[src/hdl/dasp_pkg.sv]
package dasp_pkg;

   localparam int DEFAULT_NUM_AXES    = 2;
   localparam int DEFAULT_COUNT_WIDTH = 32;

   localparam int CMD_WIDTH   = 2;
   localparam int PULSE_WIDTH = 32;
   localparam int RATE_WIDTH  = 24;
   localparam int TIMER_WIDTH = 27;

   localparam logic [TIMER_WIDTH-1:0] TIMER_RESET = TIMER_WIDTH'(1000000);
   localparam logic [TIMER_WIDTH-1:0] MIN_PERIOD  = TIMER_WIDTH'(2);

   // Words held between the front end and the back end.
   localparam int QUEUE_DEPTH = 2;

   typedef enum logic [CMD_WIDTH-1:0] {
      CMD_TICK  = 2'd0,
      CMD_START = 2'd1,
      CMD_STOP  = 2'd2,
      CMD_CLEAR = 2'd3
   } cmd_type;

   typedef struct packed {
      cmd_type                 cmd;
      logic                    axis;
      logic                    axis_ok;
      logic                    dir;
      logic [PULSE_WIDTH-1:0]  count;
      logic [RATE_WIDTH-1:0]   rate;
      logic                    start_ok;
   } queue_word_type;

   typedef struct packed {
      logic                    start_accepted;
      logic                    step_x;
      logic                    dir_x;
      logic                    step_y;
      logic                    dir_y;
      logic                    busy_x;
      logic                    busy_y;
      logic                    done_x;
      logic                    done_y;
      logic [PULSE_WIDTH-1:0]  remaining;
   } rsp_word_type;

endpackage

[src/hdl/dasp_req_if.sv]
interface dasp_req_if import dasp_pkg::*; ();

   logic                    valid;
   logic                    ready;
   logic [CMD_WIDTH-1:0]    cmd;
   logic                    axis;
   logic                    move_direction;
   logic [PULSE_WIDTH-1:0]  pulse_count;
   logic [RATE_WIDTH-1:0]   step_rate_hz;

   modport source (
      output valid, cmd, axis, move_direction, pulse_count, step_rate_hz,
      input  ready
   );

   modport sink (
      input  valid, cmd, axis, move_direction, pulse_count, step_rate_hz,
      output ready
   );

endinterface

[src/hdl/dasp_rsp_if.sv]
interface dasp_rsp_if import dasp_pkg::*; ();

   logic                    valid;
   logic                    ready;
   logic                    start_accepted;
   logic                    step_x;
   logic                    dir_x;
   logic                    step_y;
   logic                    dir_y;
   logic                    busy_x;
   logic                    busy_y;
   logic                    done_x;
   logic                    done_y;
   logic [PULSE_WIDTH-1:0]  remaining;

   modport source (
      output valid, start_accepted, step_x, dir_x, step_y, dir_y,
             busy_x, busy_y, done_x, done_y, remaining,
      input  ready
   );

   modport sink (
      input  valid, start_accepted, step_x, dir_x, step_y, dir_y,
             busy_x, busy_y, done_x, done_y, remaining,
      output ready
   );

endinterface

[src/hdl/dasp_front.sv]
module dasp_front import dasp_pkg::*; #(
   parameter int NUM_AXES    = DEFAULT_NUM_AXES,
   parameter int COUNT_WIDTH = DEFAULT_COUNT_WIDTH
) (
   input  logic            clock,
   input  logic            reset,
   dasp_req_if.sink        req_chan,
   output queue_word_type  head_word,
   output logic            head_valid,
   input  logic            head_pop
);

   localparam int PTR_W = (QUEUE_DEPTH > 1) ? $clog2(QUEUE_DEPTH) : 1;
   localparam int CNT_W = $clog2(QUEUE_DEPTH + 1);

   queue_word_type          slot_ff [QUEUE_DEPTH];
   logic [PTR_W-1:0]        wr_ptr_ff, wr_ptr_in;
   logic [PTR_W-1:0]        rd_ptr_ff, rd_ptr_in;
   logic [CNT_W-1:0]        fill_ff, fill_in;
   queue_word_type          word;
   logic [COUNT_WIDTH-1:0]  count_trunc;
   logic                    push;
   logic                    pop;

   // Classify the incoming word: truncate the count and precompute the
   // checks that do not depend on axis state.
   always_comb begin
      count_trunc   = req_chan.pulse_count[COUNT_WIDTH-1:0];
      word.cmd      = cmd_type'(req_chan.cmd);
      word.axis     = req_chan.axis;
      word.axis_ok  = (int'(req_chan.axis) < NUM_AXES);
      word.dir      = req_chan.move_direction;
      word.count    = PULSE_WIDTH'(count_trunc);
      word.rate     = req_chan.step_rate_hz;
      word.start_ok = word.axis_ok && (count_trunc != '0) && (req_chan.step_rate_hz != '0);
   end

   assign req_chan.ready = (fill_ff != CNT_W'(QUEUE_DEPTH));
   assign head_valid     = (fill_ff != '0);
   assign head_word      = slot_ff[rd_ptr_ff];
   assign push           = req_chan.valid && req_chan.ready;
   assign pop            = head_pop && head_valid;

   always_comb begin
      wr_ptr_in = wr_ptr_ff;
      rd_ptr_in = rd_ptr_ff;
      fill_in   = fill_ff;
      if (push) begin
         wr_ptr_in = (wr_ptr_ff == PTR_W'(QUEUE_DEPTH - 1)) ? '0 : wr_ptr_ff + 1'b1;
      end
      if (pop) begin
         rd_ptr_in = (rd_ptr_ff == PTR_W'(QUEUE_DEPTH - 1)) ? '0 : rd_ptr_ff + 1'b1;
      end
      if (push && !pop) begin
         fill_in = fill_ff + 1'b1;
      end else if (pop && !push) begin
         fill_in = fill_ff - 1'b1;
      end
   end

   always_ff @(posedge clock) begin
      if (reset) begin
         wr_ptr_ff <= '0;
         rd_ptr_ff <= '0;
         fill_ff   <= '0;
      end else begin
         wr_ptr_ff <= wr_ptr_in;
         rd_ptr_ff <= rd_ptr_in;
         fill_ff   <= fill_in;
      end
   end

   always_ff @(posedge clock) begin
      if (push) begin
         slot_ff[wr_ptr_ff] <= word;
      end
   end

endmodule

[src/hdl/dasp_back.sv]
module dasp_back import dasp_pkg::*; #(
   parameter int NUM_AXES    = DEFAULT_NUM_AXES,
   parameter int COUNT_WIDTH = DEFAULT_COUNT_WIDTH
) (
   input  logic                    clock,
   input  logic                    reset,
   input  logic                    csr_wr_en,
   input  logic [TIMER_WIDTH-1:0]  csr_wr_data,
   input  queue_word_type          head_word,
   input  logic                    head_valid,
   output logic                    head_pop,
   dasp_rsp_if.source              rsp_chan
);

   // At least two axes of state so that both pin pairs always have a source;
   // an axis beyond NUM_AXES is never addressed and stays idle.
   localparam int STATE_AXES = (NUM_AXES < 2) ? 2 : NUM_AXES;
   localparam int DIV_CNT_W  = $clog2(TIMER_WIDTH + 1);

   typedef enum logic [1:0] {
      ST_RUN    = 2'b01,
      ST_DIVIDE = 2'b10
   } state_type;

   state_type                 state_ff, state_in;
   logic [TIMER_WIDTH-1:0]    timer_ff;

   logic [STATE_AXES-1:0]     busy_ff, busy_in;
   logic [STATE_AXES-1:0]     done_ff, done_in;
   logic [STATE_AXES-1:0]     dir_ff, dir_in;
   logic [COUNT_WIDTH-1:0]    target_ff [STATE_AXES];
   logic [COUNT_WIDTH-1:0]    target_in [STATE_AXES];
   logic [COUNT_WIDTH-1:0]    emitted_ff [STATE_AXES];
   logic [COUNT_WIDTH-1:0]    emitted_in [STATE_AXES];
   logic [TIMER_WIDTH-1:0]    period_ff [STATE_AXES];
   logic [TIMER_WIDTH-1:0]    period_in [STATE_AXES];
   logic [TIMER_WIDTH-1:0]    phase_ff [STATE_AXES];
   logic [TIMER_WIDTH-1:0]    phase_in [STATE_AXES];

   // Restoring divider: the dividend shifts out of the top while quotient
   // bits shift in at the bottom.
   logic [TIMER_WIDTH-1:0]    dvd_ff, dvd_in;
   logic [RATE_WIDTH-1:0]     rem_ff, rem_in;
   logic [DIV_CNT_W-1:0]      div_cnt_ff, div_cnt_in;
   logic [RATE_WIDTH:0]       rem_shift;
   logic [RATE_WIDTH:0]       rate_ext;

   logic                      out_valid_ff, out_valid_in;
   rsp_word_type              rsp_ff, rsp_in;

   logic                      can_emit;
   logic                      commit;
   logic                      head_busy;
   logic                      need_div;
   logic                      start_go;
   logic [STATE_AXES-1:0]     sel;

   assign can_emit  = !out_valid_ff || rsp_chan.ready;
   assign rem_shift = {rem_ff, dvd_ff[TIMER_WIDTH-1]};
   assign rate_ext  = {1'b0, head_word.rate};

   always_comb begin
      head_busy = 1'b0;
      for (int a = 0; a < STATE_AXES; a++) begin
         sel[a] = head_word.axis_ok && (int'(head_word.axis) == a);
         if (sel[a]) begin
            head_busy = busy_ff[a];
         end
      end
      need_div = (head_word.cmd == CMD_START) && head_word.start_ok && !head_busy;
   end

   // Sequencer: one word per cycle while the output register can take a response, except a
   // start that passes the static checks on an idle axis, which first runs the divider.
   always_comb begin
      state_in   = state_ff;
      dvd_in     = dvd_ff;
      rem_in     = rem_ff;
      div_cnt_in = div_cnt_ff;
      commit     = 1'b0;
      case (state_ff)
         ST_RUN: begin
            if (head_valid && can_emit) begin
               if (need_div) begin
                  dvd_in     = timer_ff;
                  rem_in     = '0;
                  div_cnt_in = DIV_CNT_W'(TIMER_WIDTH);
                  state_in   = ST_DIVIDE;
               end else begin
                  commit = 1'b1;
               end
            end
         end
         ST_DIVIDE: begin
            if (div_cnt_ff != '0) begin
               div_cnt_in = div_cnt_ff - 1'b1;
               if (rem_shift >= rate_ext) begin
                  rem_in = RATE_WIDTH'(rem_shift - rate_ext);
                  dvd_in = {dvd_ff[TIMER_WIDTH-2:0], 1'b1};
               end else begin
                  rem_in = rem_shift[RATE_WIDTH-1:0];
                  dvd_in = {dvd_ff[TIMER_WIDTH-2:0], 1'b0};
               end
            end else if (can_emit) begin
               commit   = 1'b1;
               state_in = ST_RUN;
            end
         end
         default: begin
            state_in = ST_RUN;
         end
      endcase
   end

   assign head_pop = commit;
   assign start_go = (state_ff == ST_DIVIDE) && (dvd_ff >= MIN_PERIOD);

   // Apply the word at the head of the queue to the axis state.
   always_comb begin
      logic [TIMER_WIDTH-1:0] phase_nx;
      logic [COUNT_WIDTH-1:0] emitted_nx;
      logic [COUNT_WIDTH-1:0] rem_cnt;
      busy_in = busy_ff;
      done_in = done_ff;
      dir_in  = dir_ff;
      rem_cnt = '0;
      for (int a = 0; a < STATE_AXES; a++) begin
         target_in[a]  = target_ff[a];
         emitted_in[a] = emitted_ff[a];
         period_in[a]  = period_ff[a];
         phase_in[a]   = phase_ff[a];
         phase_nx      = phase_ff[a] + 1'b1;
         emitted_nx    = emitted_ff[a] + 1'b1;
         if (commit) begin
            case (head_word.cmd)
               CMD_TICK: begin
                  if (busy_ff[a]) begin
                     if (phase_nx >= period_ff[a]) begin
                        phase_in[a]   = '0;
                        emitted_in[a] = emitted_nx;
                        if (emitted_nx >= target_ff[a]) begin
                           busy_in[a] = 1'b0;
                           done_in[a] = 1'b1;
                        end
                     end else begin
                        phase_in[a] = phase_nx;
                     end
                  end
               end
               CMD_START: begin
                  if (sel[a] && start_go) begin
                     busy_in[a]    = 1'b1;
                     done_in[a]    = 1'b0;
                     dir_in[a]     = head_word.dir;
                     target_in[a]  = head_word.count[COUNT_WIDTH-1:0];
                     emitted_in[a] = '0;
                     period_in[a]  = dvd_ff;
                     phase_in[a]   = '0;
                  end
               end
               CMD_STOP: begin
                  if (sel[a]) begin
                     busy_in[a]    = 1'b0;
                     done_in[a]    = 1'b0;
                     target_in[a]  = '0;
                     emitted_in[a] = '0;
                     phase_in[a]   = '0;
                  end
               end
               CMD_CLEAR: begin
                  if (sel[a]) begin
                     done_in[a] = 1'b0;
                  end
               end
               default: begin
               end
            endcase
         end
         if (sel[a] && busy_in[a]) begin
            rem_cnt = target_in[a] - emitted_in[a];
         end
      end

      rsp_in.start_accepted = (head_word.cmd == CMD_START) && start_go;
      rsp_in.step_x    = busy_in[0] && (phase_in[0] < (period_in[0] >> 1));
      rsp_in.dir_x     = dir_in[0];
      rsp_in.step_y    = busy_in[1] && (phase_in[1] < (period_in[1] >> 1));
      rsp_in.dir_y     = dir_in[1];
      rsp_in.busy_x    = busy_in[0];
      rsp_in.busy_y    = busy_in[1];
      rsp_in.done_x    = done_in[0];
      rsp_in.done_y    = done_in[1];
      rsp_in.remaining = PULSE_WIDTH'(rem_cnt);
   end

   always_comb begin
      out_valid_in = out_valid_ff && !rsp_chan.ready;
      if (commit) begin
         out_valid_in = 1'b1;
      end
   end

   always_ff @(posedge clock) begin
      if (reset) begin
         state_ff     <= ST_RUN;
         timer_ff     <= TIMER_RESET;
         busy_ff      <= '0;
         done_ff      <= '0;
         dir_ff       <= '0;
         out_valid_ff <= 1'b0;
         div_cnt_ff   <= '0;
      end else begin
         state_ff     <= state_in;
         busy_ff      <= busy_in;
         done_ff      <= done_in;
         dir_ff       <= dir_in;
         out_valid_ff <= out_valid_in;
         div_cnt_ff   <= div_cnt_in;
         if (csr_wr_en) begin
            timer_ff <= csr_wr_data;
         end
      end
   end

   always_ff @(posedge clock) begin
      dvd_ff <= dvd_in;
      rem_ff <= rem_in;
      for (int a = 0; a < STATE_AXES; a++) begin
         target_ff[a]  <= target_in[a];
         emitted_ff[a] <= emitted_in[a];
         period_ff[a]  <= period_in[a];
         phase_ff[a]   <= phase_in[a];
      end
      if (commit) begin
         rsp_ff <= rsp_in;
      end
   end

   assign rsp_chan.valid          = out_valid_ff;
   assign rsp_chan.start_accepted = rsp_ff.start_accepted;
   assign rsp_chan.step_x         = rsp_ff.step_x;
   assign rsp_chan.dir_x          = rsp_ff.dir_x;
   assign rsp_chan.step_y         = rsp_ff.step_y;
   assign rsp_chan.dir_y          = rsp_ff.dir_y;
   assign rsp_chan.busy_x         = rsp_ff.busy_x;
   assign rsp_chan.busy_y         = rsp_ff.busy_y;
   assign rsp_chan.done_x         = rsp_ff.done_x;
   assign rsp_chan.done_y         = rsp_ff.done_y;
   assign rsp_chan.remaining      = rsp_ff.remaining;

endmodule

[src/hdl/dual_axis_step_pulse_generator_top.sv]
// Two-axis step/direction pulse generator. Each request word is a tick, a
// start, a stop or a clear-done command, and each one returns exactly one
// response word with the pin levels, busy and done flags of both axes and the
// pulses still to emit on the addressed axis. Tick, stop, clear and start words
// that fail the static or busy checks skip the divider, so ticks stream at one
// word per cycle while the output register can take a response. A tick's request
// is registered in the queue and its response in the output register. A start
// that has a free axis and a nonzero count and rate first loads the divider, then
// runs the one-bit-per-cycle divider that turns the timer clock into a step period,
// and then commits. A two-word queue sits between the front end and the back end,
// so requests keep entering while a division runs. Each response is held in an
// output register until it is taken. The back end holds the next word while that
// register is full and not being read.
module dual_axis_step_pulse_generator_top import dasp_pkg::*; #(
   parameter int NUM_AXES    = DEFAULT_NUM_AXES,
   parameter int COUNT_WIDTH = DEFAULT_COUNT_WIDTH
) (
   input  logic                    clock,
   input  logic                    reset,
   dasp_req_if.sink                req_chan,
   dasp_rsp_if.source              rsp_chan,
   input  logic                    csr_wr_en,
   input  logic [TIMER_WIDTH-1:0]  csr_wr_data
);

   queue_word_type  head_word;
   logic            head_valid;
   logic            head_pop;

   dasp_front #(
      .NUM_AXES    (NUM_AXES),
      .COUNT_WIDTH (COUNT_WIDTH)
   ) u_front (
      .clock      (clock),
      .reset      (reset),
      .req_chan   (req_chan),
      .head_word  (head_word),
      .head_valid (head_valid),
      .head_pop   (head_pop)
   );

   dasp_back #(
      .NUM_AXES    (NUM_AXES),
      .COUNT_WIDTH (COUNT_WIDTH)
   ) u_back (
      .clock       (clock),
      .reset       (reset),
      .csr_wr_en   (csr_wr_en),
      .csr_wr_data (csr_wr_data),
      .head_word   (head_word),
      .head_valid  (head_valid),
      .head_pop    (head_pop),
      .rsp_chan    (rsp_chan)
   );

endmodule

[src/flat_wrapper.sv]
// flat-port wrapper written by rule: the top's interface ports become plain ports
module dual_axis_step_pulse_generator_top_flat import dasp_pkg::*;
#(
   parameter int NUM_AXES    = DEFAULT_NUM_AXES,
   parameter int COUNT_WIDTH = DEFAULT_COUNT_WIDTH
)
  (clock, reset, csr_wr_en, csr_wr_data, req_chan_valid, req_chan_cmd, req_chan_axis, req_chan_move_direction, req_chan_pulse_count, req_chan_step_rate_hz, req_chan_ready, rsp_chan_valid, rsp_chan_start_accepted, rsp_chan_step_x, rsp_chan_dir_x, rsp_chan_step_y, rsp_chan_dir_y, rsp_chan_busy_x, rsp_chan_busy_y, rsp_chan_done_x, rsp_chan_done_y, rsp_chan_remaining, rsp_chan_ready);
  dasp_req_if req_chan_i ();
  dasp_rsp_if rsp_chan_i ();
  input  logic clock;
  input  logic reset;
  input  logic csr_wr_en;
  input  logic [TIMER_WIDTH-1:0] csr_wr_data;
  input wire logic [$bits(req_chan_i.valid)-1:0] req_chan_valid;
  input wire logic [$bits(req_chan_i.cmd)-1:0] req_chan_cmd;
  input wire logic [$bits(req_chan_i.axis)-1:0] req_chan_axis;
  input wire logic [$bits(req_chan_i.move_direction)-1:0] req_chan_move_direction;
  input wire logic [$bits(req_chan_i.pulse_count)-1:0] req_chan_pulse_count;
  input wire logic [$bits(req_chan_i.step_rate_hz)-1:0] req_chan_step_rate_hz;
  output wire logic [$bits(req_chan_i.ready)-1:0] req_chan_ready;
  output wire logic [$bits(rsp_chan_i.valid)-1:0] rsp_chan_valid;
  output wire logic [$bits(rsp_chan_i.start_accepted)-1:0] rsp_chan_start_accepted;
  output wire logic [$bits(rsp_chan_i.step_x)-1:0] rsp_chan_step_x;
  output wire logic [$bits(rsp_chan_i.dir_x)-1:0] rsp_chan_dir_x;
  output wire logic [$bits(rsp_chan_i.step_y)-1:0] rsp_chan_step_y;
  output wire logic [$bits(rsp_chan_i.dir_y)-1:0] rsp_chan_dir_y;
  output wire logic [$bits(rsp_chan_i.busy_x)-1:0] rsp_chan_busy_x;
  output wire logic [$bits(rsp_chan_i.busy_y)-1:0] rsp_chan_busy_y;
  output wire logic [$bits(rsp_chan_i.done_x)-1:0] rsp_chan_done_x;
  output wire logic [$bits(rsp_chan_i.done_y)-1:0] rsp_chan_done_y;
  output wire logic [$bits(rsp_chan_i.remaining)-1:0] rsp_chan_remaining;
  input wire logic [$bits(rsp_chan_i.ready)-1:0] rsp_chan_ready;
  assign req_chan_i.valid = req_chan_valid;
  assign req_chan_i.cmd = req_chan_cmd;
  assign req_chan_i.axis = req_chan_axis;
  assign req_chan_i.move_direction = req_chan_move_direction;
  assign req_chan_i.pulse_count = req_chan_pulse_count;
  assign req_chan_i.step_rate_hz = req_chan_step_rate_hz;
  assign req_chan_ready = req_chan_i.ready;
  assign rsp_chan_valid = rsp_chan_i.valid;
  assign rsp_chan_start_accepted = rsp_chan_i.start_accepted;
  assign rsp_chan_step_x = rsp_chan_i.step_x;
  assign rsp_chan_dir_x = rsp_chan_i.dir_x;
  assign rsp_chan_step_y = rsp_chan_i.step_y;
  assign rsp_chan_dir_y = rsp_chan_i.dir_y;
  assign rsp_chan_busy_x = rsp_chan_i.busy_x;
  assign rsp_chan_busy_y = rsp_chan_i.busy_y;
  assign rsp_chan_done_x = rsp_chan_i.done_x;
  assign rsp_chan_done_y = rsp_chan_i.done_y;
  assign rsp_chan_remaining = rsp_chan_i.remaining;
  assign rsp_chan_i.ready = rsp_chan_ready;
  dual_axis_step_pulse_generator_top #(.NUM_AXES(NUM_AXES), .COUNT_WIDTH(COUNT_WIDTH)) u_core (.clock(clock), .reset(reset), .req_chan(req_chan_i), .rsp_chan(rsp_chan_i), .csr_wr_en(csr_wr_en), .csr_wr_data(csr_wr_data));
endmodule
[config.mk]
export PLATFORM = sky130hd
export DESIGN_NAME = dual_axis_step_pulse_generator_top_flat
export DESIGN_NICKNAME = d
export VERILOG_FILES = /design/src/hdl/dasp_pkg.sv /design/src/hdl/dasp_req_if.sv /design/src/hdl/dasp_rsp_if.sv /design/src/hdl/dasp_front.sv /design/src/hdl/dasp_back.sv /design/src/hdl/dual_axis_step_pulse_generator_top.sv /design/src/flat_wrapper.sv
export SDC_FILE = /design/constraint.sdc
export NUM_CORES = 1
export LEC_CHECK = 0
export BUFFER_PORTS_ARGS = -buffer_cell sky130_fd_sc_hd__clkbuf_2
export CAP_MARGIN = 20
export CORE_ASPECT_RATIO = 1.4
export CORE_MARGIN = 8
export CORE_UTILIZATION = 35
export DETAILED_ROUTE_END_ITERATION = 8
export HOLD_SLACK_MARGIN = 0.05
export PLACE_DENSITY = 0.52
export SLEW_MARGIN = 30
export SYNTH_ARGS = -nofsm -noshare
export SYNTH_HDL_FRONTEND = slang
export SYNTH_SLANG_ARGS = --single-unit
[constraint.sdc]
create_clock -name clock -period 22.9 [get_ports clock]
set_input_delay 4.58 -clock clock [delete_from_list [all_inputs] [get_ports clock]]
set_output_delay 4.58 -clock clock [all_outputs]
set_load 0.005 [all_outputs]
Word-level counts from Yosys, hierarchy flattened
Memory sizes are Yosys's and may differ from the RTL's. A register that Yosys moved wholly into a read port is not among the register bits.
Index checks and enable logic that the tools add are counted.
{ "classes": {"n_addsub": 12, "n_eq_ne": 11, "bitwise_logic": 1, "n_reduce_logical": 35, "magnitude_cmp": 8, "muxes": 109} }
{ "ops": {"columns": ["cell", "n"], "rows": [
  ["$mux W32", 18],
  ["$mux W27", 19],
  ["$pmux W32 S3", 2],
  ["$pmux W27 S3", 2],
  ["$pmux W32 S2", 2],
  ["$mux W24", 4],
  ["$add A32 B1 Y32 const B", 2],
  ["$ge A32 B32 Y1", 2],
  ["$sub A32 B32 Y32", 2],
  ["$add A27 B1 Y27 const B", 2],
  ["$ge A27 B27 Y1", 2],
  ["$lt A27 B26 Y1", 2],
  ["$pmux W27 S2", 1],
  ["$pmux W24 S2", 1],
  ["$mux W1", 44],
  ["$reduce_bool A32 Y1", 1],
  ["$ge A27 B2 Y1 const B", 1],
  ["$ge A25 B24 Y1", 1],
  ["$reduce_bool A24 Y1", 1],
  ["$sub A24 B24 Y24", 1],
  ["$logic_and A1 B1 Y1", 17],
  ["$mux W5", 3],
  ["$mux W2", 6],
  ["$ne A2 B2 Y1 const B", 6],
  ["other kinds (19)", 34]
]} }
{ "totals": {"memories": 5, "ff_bits": 137, "output_inout_bits": 43, "wordCells": 203, "ram_bits": 358} }
{ "memory_table": {"columns": ["name", "words", "width", "rd", "rd_clocked_by_memory_dff", "write_ports", "line", "rtl"], "rows": [
  ["u_core.u_front.slot_ff", 2, 61, 1, 1, 1, "dasp_front.sv:16", "queue_word_type slot_ff [QUEUE_DEPTH];"],
  ["u_core.u_back.emitted_ff", 2, 32, 2, 0, 2, "dasp_back.sv:33", "logic [COUNT_WIDTH-1:0] emitted_ff [STATE_AXES];"],
  ["u_core.u_back.target_ff", 2, 32, 2, 0, 2, "dasp_back.sv:31", "logic [COUNT_WIDTH-1:0] target_ff [STATE_AXES];"],
  ["u_core.u_back.period_ff", 2, 27, 2, 0, 2, "dasp_back.sv:35", "logic [TIMER_WIDTH-1:0] period_ff [STATE_AXES];"],
  ["u_core.u_back.phase_ff", 2, 27, 2, 0, 2, "dasp_back.sv:37", "logic [TIMER_WIDTH-1:0] phase_ff [STATE_AXES];"]
]} }

Longest topological paths before layout
{ "logic_depth": {"word_depth": 13, "mapped_depth": 42, "mapped_depth_nobuf": 39} }

Cells and area by module
From an unflattened synthesis, not the netlist that was laid out.
{ "hier_totals": {"hier_cells": 2966, "hier_area_um2": 29082.9} }
{ "by_module_without_submodules": {"columns": ["module", "area_per_inst_um2", "instances", "seq_area_each_um2", "cells_each"], "rows": [
  ["dasp_back", 24344.6, 1, 8328.0, 2731],
  ["dasp_front", 4738.3, 1, 3763.6, 235]
]} }

Worst setup path before layout
No wires, ideal clock.
{ "synth_timing": {"kind": "in2reg", "from": "input rsp_chan_ready", "to": "register u_core.u_back.rsp_ff (netlist bit u_core.u_back.rsp_chan.remaining[30]) (data pin)", "required_ps": 22643, "path_buffers": 2, "stages": 25, "path_slack_ps": 13201, "arrival_ps": 9442, "cell_sequence": "nor2b_1 -> nor2_1 -> o211ai_2 -> or2_1 -> buf_6 -> nor2_1 -> clkbuf_1 -> o22a_1 -> ha_1 -> inv_1 -> fa_1 -> a21o_1 -> a21oi_1 -> nor2b_1 -> o21ai_0 -> nand2b_1 -> maj3_1 -> a22oi_2 -> o32ai_2 -> a2111oi_2 -> o211ai_1 -> and3_1 -> o21ai_1 -> nand3_1 -> a32o_1"} }
{ "synth_rtl": {"columns": ["element", "line", "rtl"], "rows": [
  ["from (decl)", "flat_wrapper.sv:32", "input wire logic [$bits(rsp_chan_i.ready)-1:0] rsp_chan_ready;"],
  ["to (signal assigned)", "dasp_back.sv:235", "rsp_ff <= rsp_in;"],
  ["to (decl)", "dasp_back.sv:49", "rsp_word_type rsp_ff, rsp_in;"]
]} }

==> impl_metrics.tcl <==
set metrics [dict create \
    outcome "finished, final reports clean" \
    avgRoutedWirePerCell_um 20.5 \
    htreeDepth 2 \
    cts_tree "built" \
    cts_made_buffers 55 \
    ant_nets 0 \
    drt_first_pass_iters 5 \
    core-area_um2 82700 \
    finalCritPeriodShare_pct 46.2 \
    setup_tns_ns 0 \
    hpwlAfterDp_um 67000 \
    skew_ns 0.0253 \
    start_util_pct 35.2 \
    start_kind "input pin" \
    hold_viol_final 0 \
    stdcell_count 4311 \
    area_delta_synth_final_pct 13.4 \
    ctsLongestPathBuffers 3 \
    synth_cell_types 86 \
    io_pins 135 \
    critPathMaxFanout 13 \
    place_area_um2 31000 \
    required_ns 23.26 \
    register_area_um2 12100 \
    slew_headroom_pct 37.2 \
    cts_sinks 496 \
    multi_input_area_um2 15500 \
    die_h_um 357 \
    root_buffer "clkbuf_16" \
    vias_per_cell 5.27 \
    synth_nets 3413 \
    synth_cells 3065 \
    drt_iter0_drc 1260 \
    yosysWarnings 0 \
    tightestPinTransition_ns 0.942 \
    cts_resized 0 \
    grt_max_degree 62 \
    nFillCells 8207 \
    clock_latency_ns 0.64 \
    grt_pass1_wl_um 135000 \
    postCtsHoldBufs 0 \
    io_buffers 134 \
    syn_avg_cell_area_um2 9.50 \
    grt_pass1_vias 22700 \
    fin_total_pwr_mw 3.06 \
    finalInstanceArea_um2 33000 \
    grt_overflow 0 \
    power_density_nw_per_um2 92.7 \
    finalSetupViolCount 0 \
    synth_edf_count 216 \
    layout-drive-gt1-share_pct 10.7 \
    path_clk_slew_ns 0.06 \
    ys.flop_type "dfxtp_1" \
    place_congestion 0.873 \
    yosysSeqAreaShare_pct 41.5 \
    ys_async_sr_fraction_pct 0 \
    antenna_found_initial 1 \
    synth_area_um2 29100 \
    end_kind "flip-flop" \
    via_count 22700 \
    min_period_ns 10.59 \
    path_class "in -> reg" \
    fin_nets 3535 \
    post-cts-setup-buffers 0 \
    drv_cap 0 \
    dp.cells 4208 \
    ys_ff_latch 496 \
    leakagePower_nw 14.3 \
    die_w_um 260 \
    grt_usage_pct 18.5 \
    hp-class "reg -> reg" \
    fp.dieArea_um2 92800 \
    ir_drop_v 0.0000667 \
    routed_wl_um 88200 \
    cp.arrival_ns 10.95 \
    fmax_ghz 0.0944 \
    slew_violations 0 \
    rsz0062_at_grt "false" \
    row_count 125 \
    drc_errors 0 \
]
-- registers in the layout (all words and copies together), names as in the netlist, 2 cells and up, named ones only --
register,flops
u_core.u_back.busy_ff,2
u_core.u_back.dir_ff,2
u_core.u_back.div_cnt_ff,5
u_core.u_back.done_ff,2
u_core.u_back.dvd_ff,27
u_core.u_back.emitted_ff,64
u_core.u_back.period_ff,54
u_core.u_back.phase_ff,54
u_core.u_back.rem_ff,24
u_core.u_back.rsp_chan.remaining,32
u_core.u_back.state_ff,2
u_core.u_back.target_ff,64
u_core.u_back.timer_ff,27
u_core.u_front.fill_ff,2
u_core.u_front.slot_ff,122
-- layer usage --
layer / vias up / wire length (µm) / share of wire (%) / track usage (%)
li1: 11300 / - / - / -
met1: 10900 / 37400 / 42 / 22.4
met2: 448 / 44900 / 51 / 33.6
met3: 128 / 3280 / 3.7 / 2.34
met4: 0 / 2610 / 3.0 / 6.00
met5: - / 0 / 0 / 0
-- report_power, final --
| part | leakage (nW) | switching, mW | internal [mW] |
|---|---|---|---|
| combinational | 9.13 | 0.617 | 0.355 |
| sequential | 4.29 | 0.0703 | 1.05 |
| clock | 0.929 | 0.390 | 0.579 |
| total | 14.3 | 1.08 | 1.99 |
-- stage by stage --
stage               hold WS [ns]  worst slack [ns]  utilization [%]
floorplan                  0.439             13.20                -
global placement           0.468             11.79             37.5
detailed placement         0.468             11.70             37.5
CTS                        0.476             12.29             39.9
global route               0.487             11.65             39.9
finish                     0.472             12.31             39.9
-- path summary, 6_finish.rpt --
path	start	cells after the start	to	slack, ns
hold reg to reg	u_core.u_back.state_ff[0]	2	u_core.u_back.state_ff[0]	0.47
setup / recovery	rsp_chan_ready	25	u_core.u_back.rsp_chan.remaining[31]	12.31
setup reg to reg	u_core.u_back.phase_ff[0][27]	36	u_core.u_back.rsp_chan.remaining[31]	13.08
hold / removal	u_core.u_back.state_ff[0]	2	u_core.u_back.state_ff[0]	0.47
-- layout by cell type, fill, tap and decap left out, drive strengths merged, types with 15 or more instances in the layout --
cell / count
clkbuf: 208
a211o: 17
a21oi: 179
mux2: 47
a31oi: 22
and2: 15
nand4: 37
nand2b: 32
edfxtp: 216
dfxtp: 280
a22o: 37
o31a: 19
o32ai: 20
ha: 253
buf: 38
nor2: 185
and3: 57
o22ai: 19
inv: 311
a22oi: 26
o31ai: 25
o21a: 31
nor4: 34
o21ai: 194
xor2: 85
nor3: 34
nand3: 88
mux2i: 124
a21o: 65
nor2b: 42
xnor2: 98
a21boi: 16
nand2: 214
-- cell families after synthesis --
family,share of synthesized area (%)
multiplexers,6.12
buffers and inverters,5.47
adder cells (fa/ha/maj),11.4
XOR/XNOR,5.50
AO/OA/AOI/OAI,17.2
flip-flops,41.5
AND/OR/NAND/NOR,12.9
-- final cells by class --
class / count / area share [%]
multi-input combinational: 2151 / 46.9
sequential: 496 / 36.6
clock buffer: 74 / 4.72
tap: 1079 / 4.09
inverter: 311 / 3.53
timing repair buffer: 172 / 2.95
clock inverter: 27 / 1.18
antenna: 1 / 0.00758
-- worst max-delay path, stage by stage --
cell	delay [ns]
clkbuf_2	0.14
nor2b_1	0.09
nor2_1	0.24
o211ai_2	0.36
nor2_1	0.59
nand3_1	0.54
o31ai_1	0.36
nand2_1	0.07
and2_1	0.16
ha_1	0.31
inv_1	0.08
a21oi_1	0.05
o21a_1	0.18
o21ai_0	0.22
nand2b_1	0.15
a311oi_1	0.60
o21ai_0	0.18
a31oi_1	0.49
a21oi_1	0.23
o31ai_1	0.47
a21oi_1	0.15
o21ai_0	0.29
mux2i_1	0.11
o21ai_0	0.18
o211ai_1	0.11
-- synth_stat cells (all sizes together) (31+ instances only) --
master / count / area share [%]
a21o: 65 / 1.7
a21oi: 179 / 3.1
a22o: 37 / 1.1
and3: 57 / 1.2
clkbuf: 85 / 1.1
dfxtp: 280 / 19
edfxtp: 216 / 22
ha: 253 / 11
inv: 311 / 4.0
mux2: 47 / 1.8
mux2i: 124 / 4.3
nand2: 214 / 2.8
nand2b: 32 / 0.69
nand3: 88 / 1.5
nand4: 37 / 0.79
nor2: 185 / 2.4
nor2b: 42 / 0.90
nor3: 34 / 0.58
nor4: 34 / 0.75
o21a: 31 / 0.80
o21ai: 194 / 3.3
xnor2: 98 / 2.9
xor2: 85 / 2.6
(Power assumes the default switching activity.)
